<file path="config.mk">
export PLATFORM = sky130hd
export DESIGN_NAME = utf8_stream_decoder_with_error_classes
export DESIGN_NICKNAME = d
export VERILOG_FILES = /design/src/rtl/u8d_pkg.sv /design/src/rtl/u8d_front.sv /design/src/rtl/u8d_queue.sv /design/src/rtl/u8d_back.sv /design/src/rtl/utf8_stream_decoder_with_error_classes.sv
export SDC_FILE = /design/constraint.sdc
export NUM_CORES = 1
export LEC_CHECK = 0
export ABC_AREA = 1
export BUFFER_PORTS_ARGS = -buffer_cell sky130_fd_sc_hd__buf_2
export CORE_UTILIZATION = 41
export CTS_BUF_LIST = sky130_fd_sc_hd__clkbuf_16
export DETAILED_ROUTE_END_ITERATION = 8
export HOLD_SLACK_MARGIN = 0.03
export MAX_ROUTING_LAYER = met4
export SYNTH_ARGS = -nofsm -noshare
export SYNTH_HDL_FRONTEND = slang
export SYNTH_HIERARCHICAL = 1
export SYNTH_SLANG_ARGS = --single-unit
</file>
<file path="constraint.sdc">
create_clock -name clk -period 10.24 [get_ports clk]
set_input_delay 2.048 -clock clk [delete_from_list [all_inputs] [get_ports clk]]
set_output_delay 2.048 -clock clk [all_outputs]
set_load 0.05 [all_outputs]
</file>
<file path="src/rtl/u8d_pkg.sv">
`timescale 1ns / 1ps
// ============================================================================
// u8d_pkg
// Shared types and constants for the UTF-8 stream decoder.
// ============================================================================
package u8d_pkg;

    localparam logic [2:0] ST_OK           = 3'd0;
    localparam logic [2:0] ST_INCOMPLETE   = 3'd1;
    localparam logic [2:0] ST_OVERLONG     = 3'd2;
    localparam logic [2:0] ST_INVALID_SEQ  = 3'd3;
    localparam logic [2:0] ST_INVALID_UNIT = 3'd4;

    localparam int QDEPTH = 4;
    localparam int QPTR_W = $clog2(QDEPTH);
    localparam int QCNT_W = $clog2(QDEPTH + 1);

    typedef struct packed {
        logic [7:0] byte_in;
        logic       end_of_stream;
    } byte_t;

    typedef struct packed {
        logic [20:0] code_point;
        logic [2:0]  status;
        logic [2:0]  consumed_bytes;
        logic [2:0]  expected_bytes;
        logic        last_of_run;
    } result_t;

    typedef struct packed {
        logic [1:0] count;
        result_t    first;
        result_t    second;
    } push_t;

endpackage

</file>
<file path="src/rtl/u8d_front.sv">
`timescale 1ns / 1ps
// ============================================================================
// u8d_front
// Byte intake: tracks the open sequence and classifies up to two results.
// ============================================================================
module u8d_front
(
    input  logic              clk,
    input  logic              rst_n,
    input  logic              accept,
    input  u8d_pkg::byte_t    data,
    output u8d_pkg::push_t    push
);
    import u8d_pkg::*;

    logic [2:0]  pend_reg, pend_next;
    logic [2:0]  tlen_reg, tlen_next;
    logic [7:0]  lead_reg, lead_next;
    logic [7:0]  sec_reg, sec_next;
    logic [20:0] acc_reg, acc_next;

    logic [7:0]  b;
    logic        eos;
    logic        cont;
    logic [2:0]  pend_inc;
    logic [7:0]  sec_inc;
    logic [20:0] acc_inc;
    logic [2:0]  fin_st;
    result_t     flush_res;

    logic        s_emit;
    logic        s_open;
    logic [2:0]  s_tlen;
    logic [20:0] s_acc;
    result_t     s_res;

    result_t     r0, r1;
    logic [1:0]  n;

    function automatic logic [2:0] finish_status(input logic [7:0] lead,
                                                 input logic [7:0] sec,
                                                 input logic [2:0] tlen);
        logic [2:0] st;
        st = ST_OK;
        if (lead >= 8'hf5)
            st = ST_INVALID_SEQ;
        else if (tlen == 3'd2)
        begin
            if (lead < 8'hc2)
                st = ST_OVERLONG;
        end
        else if (tlen == 3'd3)
        begin
            if (lead == 8'he0 && sec < 8'ha0)
                st = ST_OVERLONG;
            else if (lead == 8'hed && sec >= 8'ha0)
                st = ST_INVALID_SEQ;
        end
        else
        begin
            if (lead == 8'hf0 && sec < 8'h90)
                st = ST_OVERLONG;
            else if (lead == 8'hf4 && sec >= 8'h90)
                st = ST_INVALID_SEQ;
        end
        return st;
    endfunction

    function automatic result_t short_result(input logic [7:0] lead,
                                             input logic [2:0] cnt,
                                             input logic [2:0] tlen);
        result_t r;
        r = '0;
        r.consumed_bytes = cnt;
        if (lead >= 8'hf5)
            r.status = ST_INVALID_SEQ;
        else
        begin
            r.status         = ST_INCOMPLETE;
            r.expected_bytes = tlen;
        end
        return r;
    endfunction

    assign b        = data.byte_in;
    assign eos      = data.end_of_stream;
    assign cont     = (b[7:6] == 2'b10);
    assign pend_inc = pend_reg + 3'd1;
    assign sec_inc  = (pend_reg == 3'd1) ? b : sec_reg;
    assign acc_inc  = {acc_reg[14:0], b[5:0]};
    assign fin_st   = finish_status(lead_reg, sec_inc, tlen_reg);
    assign flush_res = short_result(lead_reg, cont ? pend_inc : pend_reg, tlen_reg);

    // classify a byte seen with no sequence open
    always_comb
    begin
        s_emit = 1'b0;
        s_open = 1'b0;
        s_res  = '0;
        s_tlen = 3'd0;
        s_acc  = '0;
        if (b < 8'hc0)
        begin
            s_tlen = 3'd0;
        end
        else if (b < 8'he0)
        begin
            s_tlen = 3'd2;
            s_acc  = {16'd0, b[4:0]};
        end
        else if (b < 8'hf0)
        begin
            s_tlen = 3'd3;
            s_acc  = {17'd0, b[3:0]};
        end
        else if (b < 8'hf8)
        begin
            s_tlen = 3'd4;
            s_acc  = {18'd0, b[2:0]};
        end
        else if (b < 8'hfc)
            s_tlen = 3'd5;
        else
            s_tlen = 3'd6;

        if (b < 8'h80)
        begin
            s_emit               = 1'b1;
            s_res.code_point     = {13'd0, b};
            s_res.status         = ST_OK;
            s_res.consumed_bytes = 3'd1;
        end
        else if (b < 8'hc0 || b >= 8'hfe)
        begin
            s_emit               = 1'b1;
            s_res.status         = ST_INVALID_UNIT;
            s_res.consumed_bytes = 3'd1;
        end
        else if (eos)
        begin
            s_emit = 1'b1;
            s_res  = short_result(b, 3'd1, s_tlen);
        end
        else
            s_open = 1'b1;
    end

    always_comb
    begin
        pend_next = pend_reg;
        tlen_next = tlen_reg;
        lead_next = lead_reg;
        sec_next  = sec_reg;
        acc_next  = acc_reg;
        r0        = '0;
        r1        = '0;
        n         = 2'd0;
        if (pend_reg != 3'd0)
        begin
            if (cont)
            begin
                pend_next = pend_inc;
                sec_next  = sec_inc;
                acc_next  = acc_inc;
                if (pend_inc >= tlen_reg)
                begin
                    r0.code_point     = (fin_st == ST_OK) ? acc_inc : '0;
                    r0.status         = fin_st;
                    r0.consumed_bytes = tlen_reg;
                    n = 2'd1;
                end
                else if (eos)
                begin
                    r0 = flush_res;
                    n  = 2'd1;
                end
                if (n != 2'd0)
                begin
                    pend_next = '0;
                    tlen_next = '0;
                    lead_next = '0;
                    sec_next  = '0;
                    acc_next  = '0;
                end
            end
            else
            begin
                r0 = flush_res;
                r1 = s_res;
                n  = s_emit ? 2'd2 : 2'd1;
                pend_next = s_open ? 3'd1 : 3'd0;
                tlen_next = s_open ? s_tlen : 3'd0;
                lead_next = s_open ? b : 8'd0;
                sec_next  = '0;
                acc_next  = s_open ? s_acc : '0;
            end
        end
        else
        begin
            r0 = s_res;
            n  = s_emit ? 2'd1 : 2'd0;
            if (s_open)
            begin
                pend_next = 3'd1;
                tlen_next = s_tlen;
                lead_next = b;
                sec_next  = '0;
                acc_next  = s_acc;
            end
        end
        r0.last_of_run = (n == 2'd1);
        r1.last_of_run = (n == 2'd2);
    end

    always_comb
    begin
        push.count  = accept ? n : 2'd0;
        push.first  = r0;
        push.second = r1;
    end

    always_ff @(posedge clk or negedge rst_n)
    begin
        if (!rst_n)
        begin
            pend_reg <= '0;
            tlen_reg <= '0;
            lead_reg <= '0;
            sec_reg  <= '0;
            acc_reg  <= '0;
        end
        else if (accept)
        begin
            pend_reg <= pend_next;
            tlen_reg <= tlen_next;
            lead_reg <= lead_next;
            sec_reg  <= sec_next;
            acc_reg  <= acc_next;
        end
    end

endmodule

</file>
<file path="src/rtl/u8d_queue.sv">
`timescale 1ns / 1ps
// ============================================================================
// u8d_queue
// Short result queue: up to two pushes and one pop per cycle.
// ============================================================================
module u8d_queue
(
    input  logic                    clk,
    input  logic                    rst_n,
    input  u8d_pkg::push_t          push,
    input  logic                    pop,
    output logic                    not_empty,
    output logic                    full,
    output u8d_pkg::result_t        head
);
    import u8d_pkg::*;

    result_t             mem_reg [QDEPTH];
    logic [QPTR_W-1:0]   wr_reg, wr_next;
    logic [QPTR_W-1:0]   rd_reg, rd_next;
    logic [QCNT_W-1:0]   cnt_reg, cnt_next;
    logic [QPTR_W-1:0]   wr_plus1;

    assign wr_plus1  = wr_reg + QPTR_W'(1);
    assign not_empty = (cnt_reg != '0);
    assign full      = (cnt_reg > QCNT_W'(QDEPTH - 2));
    assign head      = mem_reg[rd_reg];

    always_comb
    begin
        wr_next  = wr_reg + QPTR_W'(push.count);
        rd_next  = rd_reg + QPTR_W'(pop);
        cnt_next = cnt_reg + QCNT_W'(push.count) - QCNT_W'(pop);
    end

    always_ff @(posedge clk)
    begin
        if (push.count != 2'd0)
            mem_reg[wr_reg] <= push.first;
        if (push.count == 2'd2)
            mem_reg[wr_plus1] <= push.second;
    end

    always_ff @(posedge clk or negedge rst_n)
    begin
        if (!rst_n)
        begin
            wr_reg  <= '0;
            rd_reg  <= '0;
            cnt_reg <= '0;
        end
        else
        begin
            wr_reg  <= wr_next;
            rd_reg  <= rd_next;
            cnt_reg <= cnt_next;
        end
    end

endmodule

</file>
<file path="src/rtl/u8d_back.sv">
`timescale 1ns / 1ps
// ============================================================================
// u8d_back
// Output stage: drains the queue into a registered result transaction.
// ============================================================================
module u8d_back
(
    input  logic                    clk,
    input  logic                    rst_n,
    input  logic                    not_empty,
    input  u8d_pkg::result_t        head,
    output logic                    pop,
    output logic                    result_valid,
    input  logic                    result_stall,
    output u8d_pkg::result_t        result_data
);
    import u8d_pkg::*;

    logic    valid_reg, valid_next;
    result_t data_reg;

    assign pop          = not_empty && (!valid_reg || !result_stall);
    assign valid_next   = pop || (valid_reg && result_stall);
    assign result_valid = valid_reg;
    assign result_data  = data_reg;

    always_ff @(posedge clk)
    begin
        if (pop)
            data_reg <= head;
    end

    always_ff @(posedge clk or negedge rst_n)
    begin
        if (!rst_n)
            valid_reg <= 1'b0;
        else
            valid_reg <= valid_next;
    end

endmodule

</file>
<file path="src/rtl/utf8_stream_decoder_with_error_classes.sv">
`timescale 1ns / 1ps
// ============================================================================
// utf8_stream_decoder_with_error_classes
// UTF-8 byte stream decoder reporting code points and error classes.
// ============================================================================
// A result passes through a queue entry and then the output register.
// Throughput: one byte per cycle unless byte_stall is set; output drains one
//   result per cycle unless stalled (4-entry queue holds a second result).
// Intake stalls while the queue holds more than two results.
// Reset clears the open sequence, the queue pointers and output valid.
module utf8_stream_decoder_with_error_classes
(
    input  logic                    clk,
    input  logic                    rst_n,
    input  logic                    byte_valid,
    output logic                    byte_stall,
    input  u8d_pkg::byte_t          byte_data,
    output logic                    result_valid,
    input  logic                    result_stall,
    output u8d_pkg::result_t        result_data
);
    import u8d_pkg::*;

    logic    accept;
    push_t   push;
    logic    pop;
    logic    not_empty;
    logic    full;
    result_t head;

    assign byte_stall = full;
    assign accept     = byte_valid && !full;

    u8d_front u_front
    (
        .clk    (clk),
        .rst_n  (rst_n),
        .accept (accept),
        .data   (byte_data),
        .push   (push)
    );

    u8d_queue u_queue
    (
        .clk       (clk),
        .rst_n     (rst_n),
        .push      (push),
        .pop       (pop),
        .not_empty (not_empty),
        .full      (full),
        .head      (head)
    );

    u8d_back u_back
    (
        .clk          (clk),
        .rst_n        (rst_n),
        .not_empty    (not_empty),
        .head         (head),
        .pop          (pop),
        .result_valid (result_valid),
        .result_stall (result_stall),
        .result_data  (result_data)
    );

endmodule
</file>
=== Word level (Yosys, flattened, before mapping) ===
Memories as Yosys holds them, arrays and structs flattened. A register that Yosys moved wholly into a read port is not among the register bits.
Cells that the tools add are included.

* Register bits after elaboration: 45
* RAM bits: 124
* Input port bits: 13
* Output and inout bits: 33
* Logic and storage cells: 145
* Memories: 1

* Add/sub/neg operators: 6
* $lt $le $gt $ge: 16
* Eq/ne operators: 12
* Muxes and demuxes: 80
* Reduce and logical (&&, ||, !) cells: 21

{| class="wikitable"
|+ Memories
! memory !! depth !! width !! read ports !! clocked after memory_dff !! write ports !! RTL line !! text
|-
| u_queue.mem_reg || 4 || 31 || 1 || 1 || 2 || u8d_queue.sv:18 || <nowiki>result_t mem_reg [QDEPTH];</nowiki>
|}

{| class="wikitable"
|+ Operators with widths
! operator !! count
|-
| 2-to-1 mux 31 bit || 4
|-
| 2-to-1 mux 15 bit || 7
|-
| 2-to-1 mux 8 bit || 10
|-
| less-than comparator 8 bit, second input constant || 9
|-
| 2-to-1 mux 3 bit || 22
|-
| 2-to-1 mux 27 bit || 2
|-
| 2-to-1 mux 21 bit || 2
|-
| >= comparator 8 bit, second input constant || 5
|-
| equality test 8 bit, second input constant || 4
|-
| 2-to-1 mux 2 bit || 12
|-
| 2-to-1 mux 9 bit || 2
|-
| 2-to-1 mux 4 bit || 4
|-
| 2-to-1 mux 1 bit || 14
|-
| logical AND 1 bit || 7
|-
| equality test 2 bit, second input constant || 3
|-
| equality test 3 x 2 -> 1 bit, second input constant || 2
|-
| 2-to-1 mux 6 bit || 1
|-
| nonzero test 2 bit || 3
|-
| nonzero test 3 bit || 2
|-
| adder 3 x 1 -> 3 bit, second input constant || 1
|-
| adder 3 x 2 -> 3 bit || 1
|-
| equality test 3 x 1 -> 1 bit, second input constant || 1
|-
| >= comparator 3 bit || 1
|-
| > comparator 3 x 2 -> 1 bit, second input constant || 1
|-
| 11 further kinds || 15
|}

=== Depth between registers and ports, before layout ===
* Depth after elaboration: 14
* Gate-level depth with buffers: 20

=== By module ===
The synthesis kept the hierarchy.

{| class="wikitable"
|+ By module, submodules not included
! module !! times used !! cells an instance !! area an instance (µm²) !! sequential area each (µm²)
|-
| u8d_queue || 1 || 923 || 7304.5 || 3898.7
|-
| u8d_front || 1 || 346 || 2590.0 || 825.8
|-
| u8d_back || 1 || 36 || 975.9 || 955.9
|-
| utf8_stream_decoder_with_error_classes || 1 || 2 || 10.0 || 0.0
|}

=== Worst setup path after synthesis ===
OpenSTA, ideal clock, no wires.

* Path type: in2reg
* Start point: in byte_data[7] (netlist name)
* End point: mem u_queue/mem_reg[1][0] (netlist name), enable pin
* Setup time: 0.471 ns
* Arrival time: 4.502 ns
* Required time: 9.769 ns
* Path slack: 5.267 ns
* Cell stages on the path: 13
* Path through: nand2_2 > inv_2 > nand2_4 > nor2_4 > a21oi_2 > nand2_4 > nand2_4 > nor2_1 > nor3_1 > nor2_4 > nand2_1 > clkbuf_1 > nand2_1

{| class="wikitable"
|+ RTL lines
! item !! RTL line !! text
|-
| from (decl) || utf8_stream_decoder_with_error_classes.sv:17 || <nowiki>input u8d_pkg::byte_t byte_data,</nowiki>
|-
| to (decl) || u8d_queue.sv:18 ||
|}

==> results.md <==
Placement:
- Buffers placed on the I/O ports in this run total 45.
- The congestion estimate from routability-driven global placement came to 0.955.
- Detailed placement finished with a half-perimeter wire length of 17500 um.
- Before CTS, the worst setup slack after placement is between 3 and 4 ns.
- Including well taps, the total number of placed cells is around 1600.

Clock network:
- Clock latency on the worst-skew pair, taken at its later pin, is roughly 0.44 ns.
- TritonCTS built the clock tree.
- The number of clock buffers added by TritonCTS is 17.
- The buffer type at the clock tree root is clkbuf_16.
- After clock tree synthesis, the repair step resized 0 gates.
- In this run the post-CTS setup repair buffer count came out at 0.
- The depth of the CTS H-tree is 4.
- Clock-pin slew was measured on the worst setup and hold paths at 0.07 ns.
- Buffers inserted to repair hold after CTS numbered 0.
- The clock sink count is a little under 200.
- The worst-case clock buffer depth is 2.

Global routing:
- The initial antenna violation count is 0.
- After global routing the overflow that remains totals 0.
- Entering global routing, the biggest net connects slightly below 100 pins.
- For this run, the total global-route usage over all layers was measured as 0.217.
- The first global-routing pass estimated about 43000 um of wire.
- The number of global-route vias before repair is 7813.

Status:
- The run finished with clean final reports.

Layout:
- The post-synthesis to final-layout area growth is 7.92%.
- The top cell types in the final layout, fill and taps aside, are nand2_1 (479), nand3_1 (185), edfxtp_1 (155), inv_1 (150), nor2_1 (47).
- The final non-filler cell total is ~1700.
- The diode insertion count for antenna repair is 0.
- The count of filler cells inserted in the layout is ~2600.
- The total number of nets in the final design is 1343.
- Of the cells placed in the final design, the portion with a size suffix greater than 1 is 0.130.
- The library cell used most frequently in the layout, excluding fill and tap cells, is nand2_1.
- The register with the most flip-flops in the layout has about 120 of them.

Worst setup path:
- Counting stages on the worst path, the most repeated cell is nand2_4.
- The startpoint type of the worst setup path is an input pin.
- The kind of cell with the highest combined delay along the critical path is simple AND/OR/NAND/NOR gates.
- The critical path contains buffers and inverters numbering 5 combined.
- STA puts the critical path data required time at 10.33 ns.
- The worst register-to-register path ends at u_queue/mem_reg[3][21]$_DFFE_PP_.
- The endpoint of the most critical setup path is u_queue/mem_reg[3][21]$_DFFE_PP_.
- The largest individual stage delay along the critical path comes from the cell nand2_1.
- Traced cell by cell, the critical path runs through buf_2 -> nand2_2 -> inv_2 -> nand2_4 -> nor2_4 -> a21oi_2 -> nand2_4 -> nand2_4 -> nor3_1 -> inv_2 -> nor2_4 -> buf_4 -> nand2_1 -> nand2_1 -> buf_4.
- The kind of end point of the critical path is a flip-flop.
- The worst register-to-register path has a depth of 17.
- The startpoint of the worst setup timing path is byte_data[7].
- Along the worst path, the maximum fanout reaches between 90 and 100.
- The worst register-to-register path begins at u_front/pend_reg[0]$_DFFE_PN0P_.
- The worst path arrival time is about 6 ns.
- The delay of the slowest critical-path stage is approximately 1.1 ns.
- For flop-to-flop paths, the worst setup slack is ~4.7 ns.
- The critical path class is in -> reg.
- The critical path crosses 15 cells after its start point.

Detailed routing:
- Using the TritonRoute via totals, the vias-per-cell ratio works out to between 5 and 6.
- Wires add up to about 27000 um.
- The remaining routing DRC violations is 0.
- The count of nets left with antenna violations after detail routing is 0.
- Dividing the detail-routed wire length by the instance count gives 16.3 um.
- The total vias in the final route is between 8000 and 9000.
- The first TritonRoute pass finished after 5 iterations.
- The DRC marker count from the first detailed-route iteration is about 640.

Timing:
- The number of pins exceeding their max-slew limit in the final report is 0.
- Setup repair after global routing left no endpoint under its margin.
- For the pin with the worst max-slew slack, the measured transition is between 1 and 1.5 ns.
- Headroom to the max-slew limit came out at 0.131.
- Setup violations remaining at the end of the flow were counted as 0.
- The worst hold-check slack is between 0.4 and 0.5 ns.
- Timing would allow up to roughly 0.16 GHz.
- Across the routed clock network, the largest skew measured is approximately 0.011 ns.
- The final hold violation count is 0.
- The post-route worst setup slack is ~4.2 ns.
- The final sum of negative setup slack is 0 ns.
- Subtracting the final worst setup slack from the clock period gives slightly above 6 ns.
- Of the available clock period, the critical path in the final layout requires 0.592.

Logic synthesis:
- The post-synthesis sequential element count is ~200.
- The async set-reset flop share out of synthesis is 0.209.
- The summed instance area of the synthesized netlist is between 0.01 and 0.015 sq mm.
- The most common flop cell mapped by yosys is edfxtp_1.
- The count of yosys warnings during synthesis is 6.
- Counting flops with a built-in enable in the synthesized netlist gives about 160.
- The cell count after synthesis came out at about 1300.
- The synthesized area divided by synthesized cell count is between 8 and 9 sq um.
- The sequential-to-total area share from yosys stat is 0.522.
- Synthesis instantiated 43 different standard cells from the library.

Die:
- The area of the core is 0.0261 sq mm.
- The floorplan has 59 rows.
- The initial cell density of the core is 0.418.
- The die covers 0.0272 sq mm.
- 46 I/O pins were placed.
- The die outline height is 165 um.
- The die width is ~160 um.

Pwr:
- The worst IR drop on VDD is roughly 0.00019 V.
- Power spread over the standard cell area amounts to between 200 and 300 mW/mm^2.
- The leakage dissipation is around 0.0055 uW.

Hold path:
- The path type of the worst min-delay path is reg -> reg.
- The instance count along the most critical hold path is 2.

Flow run:
- Across the run, the number of max-cap violations was 0.
==> layout make-up <==
type	count	area, sq um	share of cell area
Clock buffer	20	500	0.0426
Multi-Input combinational cell	882	4130	0.351
Clock inverter	12	75.1	0.00639
Timing Repair Buffer	59	330	0.0281
Tap cell	335	419	0.0357
Sequential cell	196	5680	0.484
Inverter	162	611	0.0520
==> how the worst min path moves through the flow <==
stage,startpoint,slack [ns],end
after CTS,u_front/lead_reg[6]$_DFFE_PN0P_,0.48,u_front/lead_reg[6]$_DFFE_PN0P_
after detailed placement,u_front/lead_reg[6]$_DFFE_PN0P_,0.46,u_front/lead_reg[6]$_DFFE_PN0P_
final,u_front/lead_reg[6]$_DFFE_PN0P_,0.48,u_front/lead_reg[6]$_DFFE_PN0P_
after floorplan,u_queue/cnt_reg[2]$_DFF_PN0_,0.44,u_queue/cnt_reg[2]$_DFF_PN0_
after global routing,u_front/sec_reg[6]$_DFFE_PN0P_,0.50,u_front/sec_reg[6]$_DFFE_PN0P_
after global placement,u_front/lead_reg[7]$_DFFE_PN0P_,0.46,u_front/lead_reg[7]$_DFFE_PN0P_
==> cell families (layout without fill, tap and decap cells) <==
kind of cell	after synthesis	in the layout	synth area share
AND/OR/NAND/NOR	783	783	0.315
buffers and inverters	244	253	0.105
flip-flops	196	196	0.522
AO/OA/AOI/OAI	69	69	0.0421
adder cells (fa/ha/maj)	12	12	0.0145
XOR/XNOR	2	2	0.00161
other	1	16	0.000345
==> tightest hold or removal path, cell delays in order, from the launching register on <==
cell and delay [ns]:
dfrtp_1 0.35, nand2_1 0.05, nand2_1 0.05
==> through the flow <==
| step | instance area [sq um] | util | power (uW) |
|---|---|---|---|
| finish | 11700 | 0.451 | 3380 |
| global placement | 11200 | 0.429 | 2720 |
| floorplan | 10900 | - | 2390 |
| global route | 11700 | 0.451 | 3600 |
| detailed placement | 11200 | 0.429 | 2740 |
| CTS | 11700 | 0.451 | 3400 |
==> report_power, final <==
part           switching [uW]  internal (uW)
Sequential               71.0           1170
Clock                     306            353
Combinational            1120            360
Total                    1500           1880
==> metal layers <==
metal  up-vias  track usage  wire length, um  part of all wire
met5         -            -                0                 0
met4         0       0.0680              493             0.018
met3        46       0.0344             1820             0.067
met2       299        0.328            12400              0.46
met1      3947        0.298            12400              0.46
li1       4175            -                -                 -
==> cells in the mapped netlist, drive strengths merged (2+ instances only) <==
| cell type | count | area, sq um |
|---|---|---|
| nor2 | 56 | 245 |
| a21oi | 17 | 92.6 |
| nand3 | 195 | 1030 |
| o21ai | 32 | 220 |
| o31ai | 8 | 60.1 |
| inv | 162 | 611 |
| clkbuf | 29 | 109 |
| o22ai | 4 | 25.0 |
| dfrtp | 41 | 1030 |
| edfxtp | 155 | 4650 |
| nor3 | 6 | 30.0 |
| buf | 53 | 422 |
| nand3b | 3 | 22.5 |
| or2 | 33 | 206 |
| ha | 11 | 138 |
| a22o | 2 | 17.5 |
| nand2 | 489 | 1890 |
| a31oi | 2 | 12.5 |
(Power assumes the default switching activity.)
